==> config.mk <==
export PLATFORM = sky130hd
export DESIGN_NAME = lidar_point_angle_correction_core
export DESIGN_NICKNAME = d
export VERILOG_FILES = /design/src/rtl/lpac_pkg.sv /design/src/rtl/lpac_ctrl.sv /design/src/rtl/lpac_datapath.sv /design/src/rtl/lidar_point_angle_correction_core.sv
export SDC_FILE = /design/constraint.sdc
export NUM_CORES = 2
export LEC_CHECK = 0
export ABC_AREA = 1
export CORE_ASPECT_RATIO = 0.75
export CORE_MARGIN = 2
export CORE_UTILIZATION = 65
export DETAILED_ROUTE_END_ITERATION = 12
export DONT_BUFFER_PORTS = 1
export HOLD_SLACK_MARGIN = 0.03
export MAX_ROUTING_LAYER = met4
export PLACE_DENSITY = 0.87
export SLEW_MARGIN = 20
export SYNTH_ARGS = -nofsm -noshare
export SYNTH_HDL_FRONTEND = slang
export SYNTH_SLANG_ARGS = --single-unit
==> constraint.sdc <==
create_clock -name clock -period 18.1 [get_ports clock]
set_input_delay 1.81 -clock clock [delete_from_list [all_inputs] [get_ports clock]]
set_output_delay 1.81 -clock clock [all_outputs]
set_load 0.005 [all_outputs]
==> src/rtl/lpac_pkg.sv <==
// ----------------------------------------------------------------------------
// lpac_pkg
// Shared types, constants and the CORDIC arctangent table for the lidar point
// angle correction block.
// ----------------------------------------------------------------------------
package lpac_pkg;

   // number of CORDIC vectoring iterations (8..24)
   localparam int CORDIC_STEPS = 16;
   localparam int ATAN_ENTRIES = 24;
   localparam int STEP_W       = 5;

   localparam int DIST_W  = 16;
   localparam int ANGLE_W = 16;
   localparam int INTEN_W = 8;
   localparam int STAMP_W = 32;
   localparam int CFG_W   = 16;
   localparam int PROD_W  = 32;
   localparam int XY_W    = 28;   // x/y in 1/256 mm plus CORDIC gain
   localparam int Z_W     = 24;   // angle in 1/256 hundredth of a degree
   localparam int SHIFT_W = 15;
   localparam int ANG_W   = 19;   // signed working width of the corrected angle
   localparam int DATA_W  = DIST_W + ANGLE_W + INTEN_W + STAMP_W;
   localparam int INDEX_W = 4;

   localparam logic [STEP_W-1:0] LAST_STEP = STEP_W'(CORDIC_STEPS - 1);

   // register indexes of the configuration port
   localparam logic [INDEX_W-1:0] REG_RIGHT_HAND = 4'd0;
   localparam logic [INDEX_W-1:0] REG_OFFSET_X   = 4'd1;
   localparam logic [INDEX_W-1:0] REG_OFFSET_Y   = 4'd2;
   localparam logic [INDEX_W-1:0] REG_SLOPE      = 4'd3;

   localparam logic signed [CFG_W-1:0] OFFSET_X_RESET = 16'sd1510;
   localparam logic signed [CFG_W-1:0] OFFSET_Y_RESET = -16'sd4858;
   localparam logic [CFG_W-1:0]        SLOPE_RESET    = 16'd7814;

   localparam logic signed [SHIFT_W-1:0] QUARTER_TURN = 15'sd9000;
   localparam logic signed [ANG_W-1:0]   FULL_TURN    = 19'sd36000;
   localparam logic signed [Z_W-1:0]     ROUND_HALF   = 24'sd128;

   typedef enum logic [2:0] {
      ST_IDLE,
      ST_MUL,
      ST_PREP,
      ST_ITER,
      ST_ROUND,
      ST_FINISH
   } lpac_state_type;

   typedef struct packed {
      logic load;
      logic mul;
      logic prep;
      logic iter;
      logic round;
      logic finish;
   } lpac_cmd_type;

   typedef struct packed {
      logic in_zero;
      logic last_iter;
      logic out_free;
   } lpac_stat_type;

   // atan(2^-i) in hundredths of a degree times 256
   function automatic logic signed [Z_W-1:0] atan_entry(input logic [STEP_W-1:0] idx);
      logic signed [Z_W-1:0] r;
      case (idx)
         5'd0:    r = 24'sd1152000;
         5'd1:    r = 24'sd680065;
         5'd2:    r = 24'sd359328;
         5'd3:    r = 24'sd182400;
         5'd4:    r = 24'sd91554;
         5'd5:    r = 24'sd45822;
         5'd6:    r = 24'sd22916;
         5'd7:    r = 24'sd11459;
         5'd8:    r = 24'sd5730;
         5'd9:    r = 24'sd2865;
         5'd10:   r = 24'sd1432;
         5'd11:   r = 24'sd716;
         5'd12:   r = 24'sd358;
         5'd13:   r = 24'sd179;
         5'd14:   r = 24'sd90;
         5'd15:   r = 24'sd45;
         5'd16:   r = 24'sd22;
         5'd17:   r = 24'sd11;
         5'd18:   r = 24'sd6;
         5'd19:   r = 24'sd3;
         5'd20:   r = 24'sd1;
         5'd21:   r = 24'sd1;
         default: r = '0;
      endcase
      return r;
   endfunction

endpackage

==> src/rtl/lpac_ctrl.sv <==
// ----------------------------------------------------------------------------
// lpac_ctrl
// Sequencer for one point: capture, multiply, form x/y, CORDIC iterations,
// rounding and the final angle correction.
// ----------------------------------------------------------------------------
module lpac_ctrl (
   input  logic                   clock,
   input  logic                   reset,
   input  logic                   req_tvalid,
   output logic                   req_tready,
   input  lpac_pkg::lpac_stat_type stat,
   output lpac_pkg::lpac_cmd_type  cmd
);

   lpac_pkg::lpac_state_type state_ff, state_in;

   always_ff @(posedge clock) begin
      if (reset) begin
         state_ff <= lpac_pkg::ST_IDLE;
      end else begin
         state_ff <= state_in;
      end
   end

   always_comb begin
      state_in = state_ff;
      case (state_ff)
         lpac_pkg::ST_IDLE: begin
            // zero-distance items are dropped right here
            if (req_tvalid && !stat.in_zero) state_in = lpac_pkg::ST_MUL;
         end
         lpac_pkg::ST_MUL:   state_in = lpac_pkg::ST_PREP;
         lpac_pkg::ST_PREP:  state_in = lpac_pkg::ST_ITER;
         lpac_pkg::ST_ITER: begin
            if (stat.last_iter) state_in = lpac_pkg::ST_ROUND;
         end
         lpac_pkg::ST_ROUND: state_in = lpac_pkg::ST_FINISH;
         lpac_pkg::ST_FINISH: begin
            if (stat.out_free) state_in = lpac_pkg::ST_IDLE;
         end
         default: state_in = lpac_pkg::ST_IDLE;
      endcase
   end

   always_comb begin
      cmd        = '0;
      req_tready = 1'b0;
      case (state_ff)
         lpac_pkg::ST_IDLE: begin
            req_tready = 1'b1;
            cmd.load   = req_tvalid;
         end
         lpac_pkg::ST_MUL:    cmd.mul    = 1'b1;
         lpac_pkg::ST_PREP:   cmd.prep   = 1'b1;
         lpac_pkg::ST_ITER:   cmd.iter   = 1'b1;
         lpac_pkg::ST_ROUND:  cmd.round  = 1'b1;
         lpac_pkg::ST_FINISH: cmd.finish = stat.out_free;
         default: begin
            cmd        = '0;
            req_tready = 1'b0;
         end
      endcase
   end

endmodule

==> src/rtl/lpac_datapath.sv <==
// ----------------------------------------------------------------------------
// lpac_datapath
// Configuration registers, point capture, slope multiplier, shared CORDIC
// vectoring unit, angle correction and the output register.
// ----------------------------------------------------------------------------
module lpac_datapath (
   input  logic                                 clock,
   input  logic                                 reset,
   input  logic [lpac_pkg::DATA_W-1:0]          req_tdata,
   input  logic                                 csr_valid,
   input  logic [lpac_pkg::INDEX_W-1:0]         csr_index,
   input  logic [lpac_pkg::CFG_W-1:0]           csr_data,
   output logic [lpac_pkg::DATA_W-1:0]          rsp_tdata,
   output logic                                 rsp_tvalid,
   input  logic                                 rsp_tready,
   input  lpac_pkg::lpac_cmd_type                cmd,
   output lpac_pkg::lpac_stat_type               stat
);

   localparam int XY_W  = lpac_pkg::XY_W;
   localparam int Z_W   = lpac_pkg::Z_W;
   localparam int ANG_W = lpac_pkg::ANG_W;

   // configuration
   logic                               right_hand_ff;
   logic signed [lpac_pkg::CFG_W-1:0]  offset_x_ff, offset_y_ff;
   logic [lpac_pkg::CFG_W-1:0]         slope_ff;

   always_ff @(posedge clock) begin
      if (reset) begin
         right_hand_ff <= 1'b0;
         offset_x_ff   <= lpac_pkg::OFFSET_X_RESET;
         offset_y_ff   <= lpac_pkg::OFFSET_Y_RESET;
         slope_ff      <= lpac_pkg::SLOPE_RESET;
      end else if (csr_valid) begin
         case (csr_index)
            lpac_pkg::REG_RIGHT_HAND: right_hand_ff <= csr_data[0];
            lpac_pkg::REG_OFFSET_X:   offset_x_ff   <= csr_data;
            lpac_pkg::REG_OFFSET_Y:   offset_y_ff   <= csr_data;
            lpac_pkg::REG_SLOPE:      slope_ff      <= csr_data;
            default: ;
         endcase
      end
   end

   // point capture
   logic [lpac_pkg::DIST_W-1:0]  dist_ff;
   logic [lpac_pkg::ANGLE_W-1:0] raw_ff;
   logic [lpac_pkg::INTEN_W-1:0] inten_ff;
   logic [lpac_pkg::STAMP_W-1:0] stamp_ff;

   assign stat.in_zero = (req_tdata[15:0] == '0);

   always_ff @(posedge clock) begin
      if (cmd.load) begin
         dist_ff  <= req_tdata[15:0];
         raw_ff   <= req_tdata[31:16];
         inten_ff <= req_tdata[39:32];
         stamp_ff <= req_tdata[71:40];
      end
   end

   // distance times slope
   logic [lpac_pkg::PROD_W-1:0] prod_ff;

   always_ff @(posedge clock) begin
      if (cmd.mul) prod_ff <= dist_ff * slope_ff;
   end

   // x/y forming with sign fold, then CORDIC iterations
   logic signed [XY_W-1:0]  x_raw, y_raw;
   logic signed [XY_W-1:0]  x_ff, y_ff, x_in, y_in;
   logic signed [Z_W-1:0]   z_ff, z_in;
   logic [lpac_pkg::STEP_W-1:0] step_ff, step_in;
   logic                    xzero_ff, ypos_ff, yneg_ff;
   logic signed [XY_W-1:0]  dx, dy;

   assign x_raw = $signed({4'b0000, dist_ff, 8'h00})
                + XY_W'(offset_x_ff);
   assign y_raw = $signed({4'b0000, prod_ff[31:8]})
                + XY_W'(offset_y_ff);

   assign dx = y_ff >>> step_ff;
   assign dy = x_ff >>> step_ff;

   assign stat.last_iter = (step_ff == lpac_pkg::LAST_STEP);

   always_comb begin
      x_in    = x_ff;
      y_in    = y_ff;
      z_in    = z_ff;
      step_in = step_ff;
      if (cmd.prep) begin
         // negating both keeps the ratio and puts the vector in the right half
         if (x_raw < 0) begin
            x_in = -x_raw;
            y_in = -y_raw;
         end else begin
            x_in = x_raw;
            y_in = y_raw;
         end
         z_in    = '0;
         step_in = '0;
      end else if (cmd.iter) begin
         if (y_ff >= 0) begin
            x_in = x_ff + dx;
            y_in = y_ff - dy;
            z_in = z_ff + lpac_pkg::atan_entry(step_ff);
         end else begin
            x_in = x_ff - dx;
            y_in = y_ff + dy;
            z_in = z_ff - lpac_pkg::atan_entry(step_ff);
         end
         step_in = step_ff + 1'b1;
      end
   end

   always_ff @(posedge clock) begin
      x_ff    <= x_in;
      y_ff    <= y_in;
      z_ff    <= z_in;
      step_ff <= step_in;
      if (cmd.prep) begin
         xzero_ff <= (x_raw == '0);
         ypos_ff  <= (y_raw > 0);
         yneg_ff  <= (y_raw < 0);
      end
   end

   // shift of the last nonzero point
   logic signed [lpac_pkg::SHIFT_W-1:0] kept_shift_ff;
   logic signed [Z_W-1:0]               z_round;
   logic signed [Z_W-1:0]               z_scaled;

   assign z_round  = z_ff + lpac_pkg::ROUND_HALF;
   assign z_scaled = z_round >>> 8;

   always_ff @(posedge clock) begin
      if (reset) begin
         kept_shift_ff <= '0;
      end else if (cmd.round) begin
         if (xzero_ff) begin
            if (ypos_ff) kept_shift_ff <= lpac_pkg::QUARTER_TURN;
            else if (yneg_ff) kept_shift_ff <= -lpac_pkg::QUARTER_TURN;
            else kept_shift_ff <= '0;
         end else begin
            kept_shift_ff <= z_scaled[lpac_pkg::SHIFT_W-1:0];
         end
      end
   end

   // angle correction, one wrap and clamp
   logic signed [ANG_W-1:0] raw_ext, shift_ext, ang0, ang1, ang2, ang3;

   assign raw_ext   = $signed({3'b000, raw_ff});
   assign shift_ext = ANG_W'(kept_shift_ff);

   always_comb begin
      if (right_hand_ff) ang0 = lpac_pkg::FULL_TURN - raw_ext + shift_ext;
      else               ang0 = raw_ext - shift_ext;
      ang1 = (ang0 > lpac_pkg::FULL_TURN) ? ang0 - lpac_pkg::FULL_TURN : ang0;
      ang2 = (ang1 < 0) ? ang1 + lpac_pkg::FULL_TURN : ang1;
      if (ang2 < 0)                        ang3 = '0;
      else if (ang2 > lpac_pkg::FULL_TURN) ang3 = lpac_pkg::FULL_TURN;
      else                                 ang3 = ang2;
   end

   // output register
   logic                        rsp_valid_ff;
   logic [lpac_pkg::DATA_W-1:0] rsp_data_ff;

   assign stat.out_free = !rsp_valid_ff || rsp_tready;

   always_ff @(posedge clock) begin
      if (reset) begin
         rsp_valid_ff <= 1'b0;
      end else if (cmd.finish) begin
         rsp_valid_ff <= 1'b1;
      end else if (rsp_tready) begin
         rsp_valid_ff <= 1'b0;
      end
   end

   always_ff @(posedge clock) begin
      if (cmd.finish) begin
         rsp_data_ff <= {stamp_ff, inten_ff, dist_ff, ang3[lpac_pkg::ANGLE_W-1:0]};
      end
   end

   assign rsp_tvalid = rsp_valid_ff;
   assign rsp_tdata  = rsp_data_ff;

endmodule

==> src/rtl/lidar_point_angle_correction_core.sv <==
// ----------------------------------------------------------------------------
// lidar_point_angle_correction_core
// Corrects the scan angle of lidar points for the offset of the optical
// center using an iterative CORDIC arctangent.
//
// req_* takes one point item per handshake; rsp_* returns one corrected item
// for every point with a nonzero distance, in order. Zero-distance items are
// taken and give no result.
// csr_* writes a configuration register by index; it is always ready. It is
// for the user to write it only while the block is idle; nothing enforces it.
// A point with a nonzero distance occupies the block through capture,
// multiply, x/y forming, one CORDIC iteration per cycle on the single
// shared shift-add unit, rounding and the angle correction. The output
// register is loaded at the end of that final step, so rsp_tvalid rises in
// the same cycle in which the next item can be taken.
// A result waiting on rsp_tready does not block the next point until that
// point reaches its final step, which then waits for the output register.
// Synchronous reset restores the register defaults, clears the kept shift
// and empties the output register.
// ----------------------------------------------------------------------------
module lidar_point_angle_correction_core (
   input  logic                         clock,
   input  logic                         reset,
   // point_distance[15:0], raw_angle[31:16], point_intensity[39:32],
   // point_stamp[71:40]
   input  logic [lpac_pkg::DATA_W-1:0]  req_tdata,
   input  logic                         req_tvalid,
   output logic                         req_tready,
   // out_angle[15:0], out_distance[31:16], out_intensity[39:32],
   // out_stamp[71:40]
   output logic [lpac_pkg::DATA_W-1:0]  rsp_tdata,
   output logic                         rsp_tvalid,
   input  logic                         rsp_tready,
   input  logic                         csr_valid,
   output logic                         csr_ready,
   input  logic [lpac_pkg::INDEX_W-1:0] csr_index,
   input  logic [lpac_pkg::CFG_W-1:0]   csr_data
);

   lpac_pkg::lpac_cmd_type  cmd;
   lpac_pkg::lpac_stat_type stat;

   assign csr_ready = 1'b1;

   lpac_ctrl u_ctrl (
      .clock      (clock),
      .reset      (reset),
      .req_tvalid (req_tvalid),
      .req_tready (req_tready),
      .stat       (stat),
      .cmd        (cmd)
   );

   lpac_datapath u_datapath (
      .clock      (clock),
      .reset      (reset),
      .req_tdata  (req_tdata),
      .csr_valid  (csr_valid),
      .csr_index  (csr_index),
      .csr_data   (csr_data),
      .rsp_tdata  (rsp_tdata),
      .rsp_tvalid (rsp_tvalid),
      .rsp_tready (rsp_tready),
      .cmd        (cmd),
      .stat       (stat)
   );

endmodule

After elaboration in Yosys (flattened, before gate mapping)
Memories as Yosys holds them, arrays and structs flattened. A register that Yosys moved wholly into a read port is not among the register bits.
Cells that the tools add are included.
- add/subtract/negate cells: 17
- multiply operators: 1
- divide/modulo/power cells: 0
- order comparisons: 8
- equality and inequality tests: 12
- shift operators: 2
- muxes and demuxes: 39
- bitwise gates (word level): 0
- reduce and logical (&&, ||, !) cells: 16
- operators with widths (cell ; number):
    $mux 28 ; 8
    $mux 24 ; 7
    $mux 19 ; 3
    $add 28x28->28 ; 2
    $neg 26->28 ; 2
    $sshr 28x5->28 ; 2
    $sub 28x28->28 ; 2
    $add 25x16->26 ; 2
    $lt 26x1->1 const B ; 2
    $mux 15 ; 3
    $gt 19x17->1 const B ; 2
    $lt 19x1->1 const B ; 2
    $mul 16x16->32 ; 1
    $ge 28x1->1 const B ; 1
    $logic_not 28->1 ; 1
    $gt 26x1->1 const B ; 1
    $add 24x24->24 ; 1
    $sub 24x24->24 ; 1
    $add 23x9->23 const B ; 1
    $mux 5 ; 4
    $add 19x17->19 const B ; 1
    $sub 19x17->19 const B ; 1
    $add 17x15->18 ; 1
    $pmux 3 s6 ; 1
    24 further kinds ; 43
- flip-flop bits (word level): 332
- bits in latches: 0
- bits in writable memories: 0
- bits in read-only memories: 1344
- output and inout port bits: 75
- word-level logic and storage cells: 119
- memories: 2
- memories (name ; depth ; width ; rd ports ; clocked after memory_dff ; write ports ; line ; RTL):
    (name not given) ; 32 ; 21 ; 1 ; 1 ; 0 ; lpac_pkg.sv:69 ; case (idx)
    (name not given) ; 32 ; 21 ; 1 ; 1 ; 0 ; lpac_pkg.sv:69 ;

Longest topological paths before layout
- depth after elaboration: 9
- depth in mapped cells: 43

Modules after synthesis
From an unflattened synthesis, not the netlist that was laid out.
- cells, all modules: 4754
- area total of the unflattened synthesis: 34850.9 um2
- by module, submodules not included (module ; times used ; cells each ; area each (um2) ; seq. area each (um2)):
    lpac_datapath ; 1 ; 4716 ; 34596.9 ; 9098.7
    lpac_ctrl ; 1 ; 36 ; 242.7 ; 60.1
    lidar_point_angle_correction_core ; 1 ; 2 ; 11.3 ; 0.0

Least setup slack after synthesis
Ideal clock, no wire load.
- path type: register to register
- start point: register u_datapath.dist_ff[3] in the netlist's numbering
- end point: register u_datapath.prod_ff[31] in the netlist's numbering (data pin)
- library setup time: 0.261 ns
- arrival time: 6.029 ns
- required time: 17.839 ns
- slack: 11.811 ns
- cell stages (with the launch flop): 35
- path buffers: 2
- clock period less this slack: 6.289 ns
- cells stage by stage: edfxtp_1 -> clkbuf_1 -> clkbuf_1 -> nand2_1 -> fa_1 -> fa_1 -> inv_1 -> ha_1 -> inv_1 -> fa_1 -> inv_1 -> ha_1 -> inv_1 -> fa_1 -> inv_1 -> ha_1 -> nand2_1 -> a21oi_1 -> a211oi_1 -> o31ai_1 -> a21oi_1 -> inv_1 -> a21oi_1 -> inv_1 -> a21oi_1 -> inv_1 -> a21oi_1 -> o21ai_1 -> a21oi_1 -> o21bai_1 -> nand2_1 -> nand2_1 -> nand2_1 -> nand2_1 -> xor2_1
- cells in the longest elaborated chain, start to end: 1
- ends and longest elaborated chain (what ; line ; RTL):
    from (decl) ; lpac_datapath.sv:47 ; logic [lpac_pkg::DIST_W-1:0] dist_ff;
    from (signal assigned) ; lpac_datapath.sv:56 ; dist_ff <= req_tdata[15:0];
    $mul 16x16->32 ; lpac_datapath.sv:67 ; if (cmd.mul) prod_ff <= dist_ff * slope_ff;
    to (signal assigned) ; lpac_datapath.sv:67 ;
    to (decl) ; lpac_datapath.sv:64 ; logic [lpac_pkg::PROD_W-1:0] prod_ff;
No other way between the ends.
A chain may end at the register's enable or synchronous reset.

Worst setup path after layout
- start point: register u_datapath.step_ff[0] in the netlist's numbering
- end point: register u_datapath.y_ff[25] (data pin)
- cells in the longest elaborated chain, start to end: 5
- elaborated cells between the ends (all ways): 6
- classes of those cells: 2 x add/sub; 1 x shift; 3 x mux
- ends and longest elaborated chain (what ; line ; RTL):
    from (decl) ; lpac_datapath.sv:74 ; logic [lpac_pkg::STEP_W-1:0] step_ff, step_in;
    from (signal assigned) ; lpac_datapath.sv:122 ; step_ff <= step_in;
    $sshr 28x5->28 * ; lpac_datapath.sv:84 ; assign dy = x_ff >>> step_ff;
    $add 28x28->28 / $sub 28x28->28 (equally long branches) ; lpac_datapath.sv:111, lpac_datapath.sv:107 ;
    $mux 28 * ; lpac_datapath.sv:105 ; if (y_ff >= 0) begin
    $mux 28 * ; lpac_datapath.sv:104 ; end else if (cmd.iter) begin
    $mux 28 * ; lpac_datapath.sv:93 ; if (cmd.prep) begin
    net u_datapath.y_in[25] ; lpac_datapath.sv:72 ; logic signed [XY_W-1:0] x_ff, y_ff, x_in, y_in;
    to (signal assigned) ; lpac_datapath.sv:120 ; y_ff <= y_in;
    to (decl) ; lpac_datapath.sv:72 ;
Mark *: on every way through the listed nets, which the timed path passes. The rest lies on a longest branch. The select of a mux whose other input is x is not followed.

==> results.yml <==
floorplanning:
  fp.coreArea_um2: 52900
  pin_count: 172
  rows: 73
  dieWidth_um: 271
  initial_core_util_pct: 65.6
  die_h_um: 204
  die-area_um2: 55300
detailed_routing:
  drt_iter0_drc: 3844
  route.met2.wl_um: 43200
  via_count: 31727
  drc: 0
  drt-vias-per-instance: 5.93
  dr.pass1.iters: 8
  wl_per_cell_um: 18.9
  highest_layer: "met4"
  wl_met3_um: 12200
  m1WireLength_um: 42200
  ant_nets: 0
  wl_um: 101000
sta:
  max_freq_ghz: 0.133
  worstMarginPinSlew_ps: 1150
  fin_skew_ps: 43.0
  fin_ws_ps: 10610
  rsz0062_at_grt: "no"
  finalCritPeriodShare_pct: 41.4
  hold_slack_ps: 418
  slew_headroom_pct: 22.3
  drv_slew: 0
  fin_tns_setup_ps: 0
  hold_viol_final: 0
  min_period_ps: 7490
  setup_violations: 0
critical_path:
  cp_max_fo: 61
  max_stage_delay_ps: 990
  cp.arrival_ps: 7820
  reg2reg_setup_slack_ps: 10610
  cpMaxStageDelayCell: "dfxtp_2"
  r2r_start: "u_datapath.step_ff[0]"
  worstReg2RegEnd: "u_datapath.y_ff[25]"
  cp-end-kind: "register"
  criticalPathCategory: "register to register"
  cp.required_ps: 18430
  path_common_cell: "o21ai_0"
  crit_path_start_kind: "register"
  r2r_cells: 31
clocking:
  cts_resized: 0
  hold_buffers: 0
  cts_setup_buffers: 0
  cts-root-buf: "clkbuf_16"
  cts_buffers: 37
  cts_tree: "done"
  htreeDepth: 2
  clk_latency_ps: 580
  cts.sinks: 344
  clk_path_buf_depth: 3
  cts.clk_slew.worst_paths_ps: 80
logic_synthesis:
  yosysMostFrequentCell: "nand2_1"
  yosysWarnings: 0
  synth_cells: 4712
  ys_top_cells_by_area: "edfxtp_1, nand2_1, fa_1, ha_1, inv_1"
  synth_area_um2: 34700
  ys.flop_type: "edfxtp_1"
  avgSynthCellArea_um2: 7.37
  ys_ff_latch: 344
  yosysSeqAreaShare_pct: 26.4
  synth_top_area_cell: "edfxtp_1"
  syn_nets: 5281
  async_reset_ff_share_pct: 0
  yosysTopAreaCellShare_pct: 19.6
  netlist-cell-type-count: 62
  yosys-top-cells-count: "nand2_1, inv_1, o21ai_0"
  synth_edf_count: 227
global_route:
  grt_overflow: 0
  antenna_found_initial: 3
  grt_pass1_wl_um: 161000
  grtUsageTotal_pct: 37.5
  grt_max_degree: 79
  grt_pass1_vias: 29984
worst_hold_path:
  hp-start: "u_datapath.stamp_ff[20]"
  hold_end: "u_datapath.rsp_tdata[60]"
  whs_path_depth: 0
  worst_hold_path_type: "register to register"
flow_run:
  drv_cap: 0
place:
  dp_hpwl_um: 75100
  place_ws_ps: 10880
  globalplace.congestion: 0.981
  io_buffers: 0
cells_and_area:
  drive_above_1_share_pct: 3.86
  final_net_count: 5175
  utilization_pct: 68.8
  syn2layout_area_growth_pct: 4.82
status:
  status: "finished clean"
==> layer usage <==
layer / track usage [%] / up-vias
met1: 51.8 / 14573
met3: 7.94 / 292
met4: 12.4 / 0
met5: - / -
li1: - / 14959
met2: 55.1 / 1903
==> final cells by class <==
class | count | area, um^2
Sequential cell | 344 | 9160
Clock buffer | 45 | 1020
Tap cell | 712 | 891
Fill cell | 4222 | 16500
Clock inverter | 21 | 223
Inverter | 840 | 3150
Multi-Input combinational cell | 3361 | 21800
Antenna cell | 2 | 5.00
Timing Repair Buffer | 22 | 165
==> flip-flops by register name, indices dropped and copies added, names as in the netlist, named ones only <==
signal,flops
u_datapath.offset_y_ff,16
u_datapath.stamp_ff,32
u_datapath.yneg_ff,1
u_datapath.right_hand_ff,1
u_datapath.rsp_tdata,72
u_datapath.x_ff,28
u_datapath.inten_ff,8
u_datapath.raw_ff,16
u_datapath.offset_x_ff,16
u_datapath.kept_shift_ff,15
u_datapath.ypos_ff,1
u_datapath.step_ff,5
u_datapath.prod_ff,24
u_datapath.z_ff,23
u_datapath.slope_ff,16
u_datapath.dist_ff,16
u_ctrl.state_ff,3
u_datapath.rsp_tvalid,1
u_datapath.y_ff,28
u_datapath.xzero_ff,1
==> worst max path at each step <==
| stage | cells past startpoint | slack (ps) | from | endpoint |
|---|---|---|---|---|
| final | 31 | 10610 | u_datapath.step_ff[0] | u_datapath.y_ff[25] |
| after global routing | 31 | 9720 | u_datapath.step_ff[0] | u_datapath.y_ff[25] |
| after CTS | 32 | 10850 | u_datapath.step_ff[0] | u_datapath.y_ff[25] |
| after detailed placement | 32 | 10880 | u_datapath.step_ff[0] | u_datapath.y_ff[25] |
| after global placement | 31 | 11150 | u_datapath.step_ff[0] | u_datapath.y_ff[25] |
| after floorplan | 34 | 11810 | u_datapath.dist_ff[3] | u_datapath.prod_ff[31] |
==> critical path: cells and delay by family (launching register included) <==
family          cells  cell delay (ps)
compound gates     16             3880
xor+xnor            2              290
fa+ha+maj           2              560
buf+inv             4              850
flops               1              990
simple gates        7              620
==> through the flow <==
step                      cell area, um^2  instances
final                               36400       5347
after global routing                36400       5346
after CTS                           36400       5345
after detailed placement            35100       5279
after global placement              35100       5279
after floorplan                     34700       4712
==> kinds of logic after synthesis <==
logic type	count (synthesis)	synth area share, %
AOI/OAI and AO/OA	787	12.6
buffers and inverters	1007	11.0
xor gates and xnor gates	207	5.25
adders and majority gates	472	21.3
muxes	32	0.923
other	1	0.0108
DFF	344	26.4
and+or+nand+nor	1862	22.5
==> cells in the final DEF, fill, tap and decap left out, types with 6 or more instances in the layout <==
cell type and instances:
o31ai_1 9, nand3_2 8, mux2i_1 32, nand2_1 1147, inv_2 17, inv_1 817, buf_4 22, nor2_4 6
o21ai_0 324, o211ai_1 19, o21bai_1 23, o21ai_1 10, fa_1 200, a31oi_1 39, a21oi_1 266, ha_1 272
nor4_1 15, o21a_1 14, a21o_1 6, o221ai_1 6, a21boi_0 13, a211oi_1 7, xor2_1 139, o22ai_1 23
xnor2_1 67, a21oi_2 7, nand3_1 213, nand3b_1 8, nor3_1 75, or2_2 22, edfxtp_1 227, dfxtp_1 116
clkbuf_16 39, nand2_2 11, nor2_1 285, nor2_2 10, clkinv_1 7, nand4_1 37
Power is not shown: default switching activity piles up to over one toggle a cycle in this logic, so the estimate is an artifact.
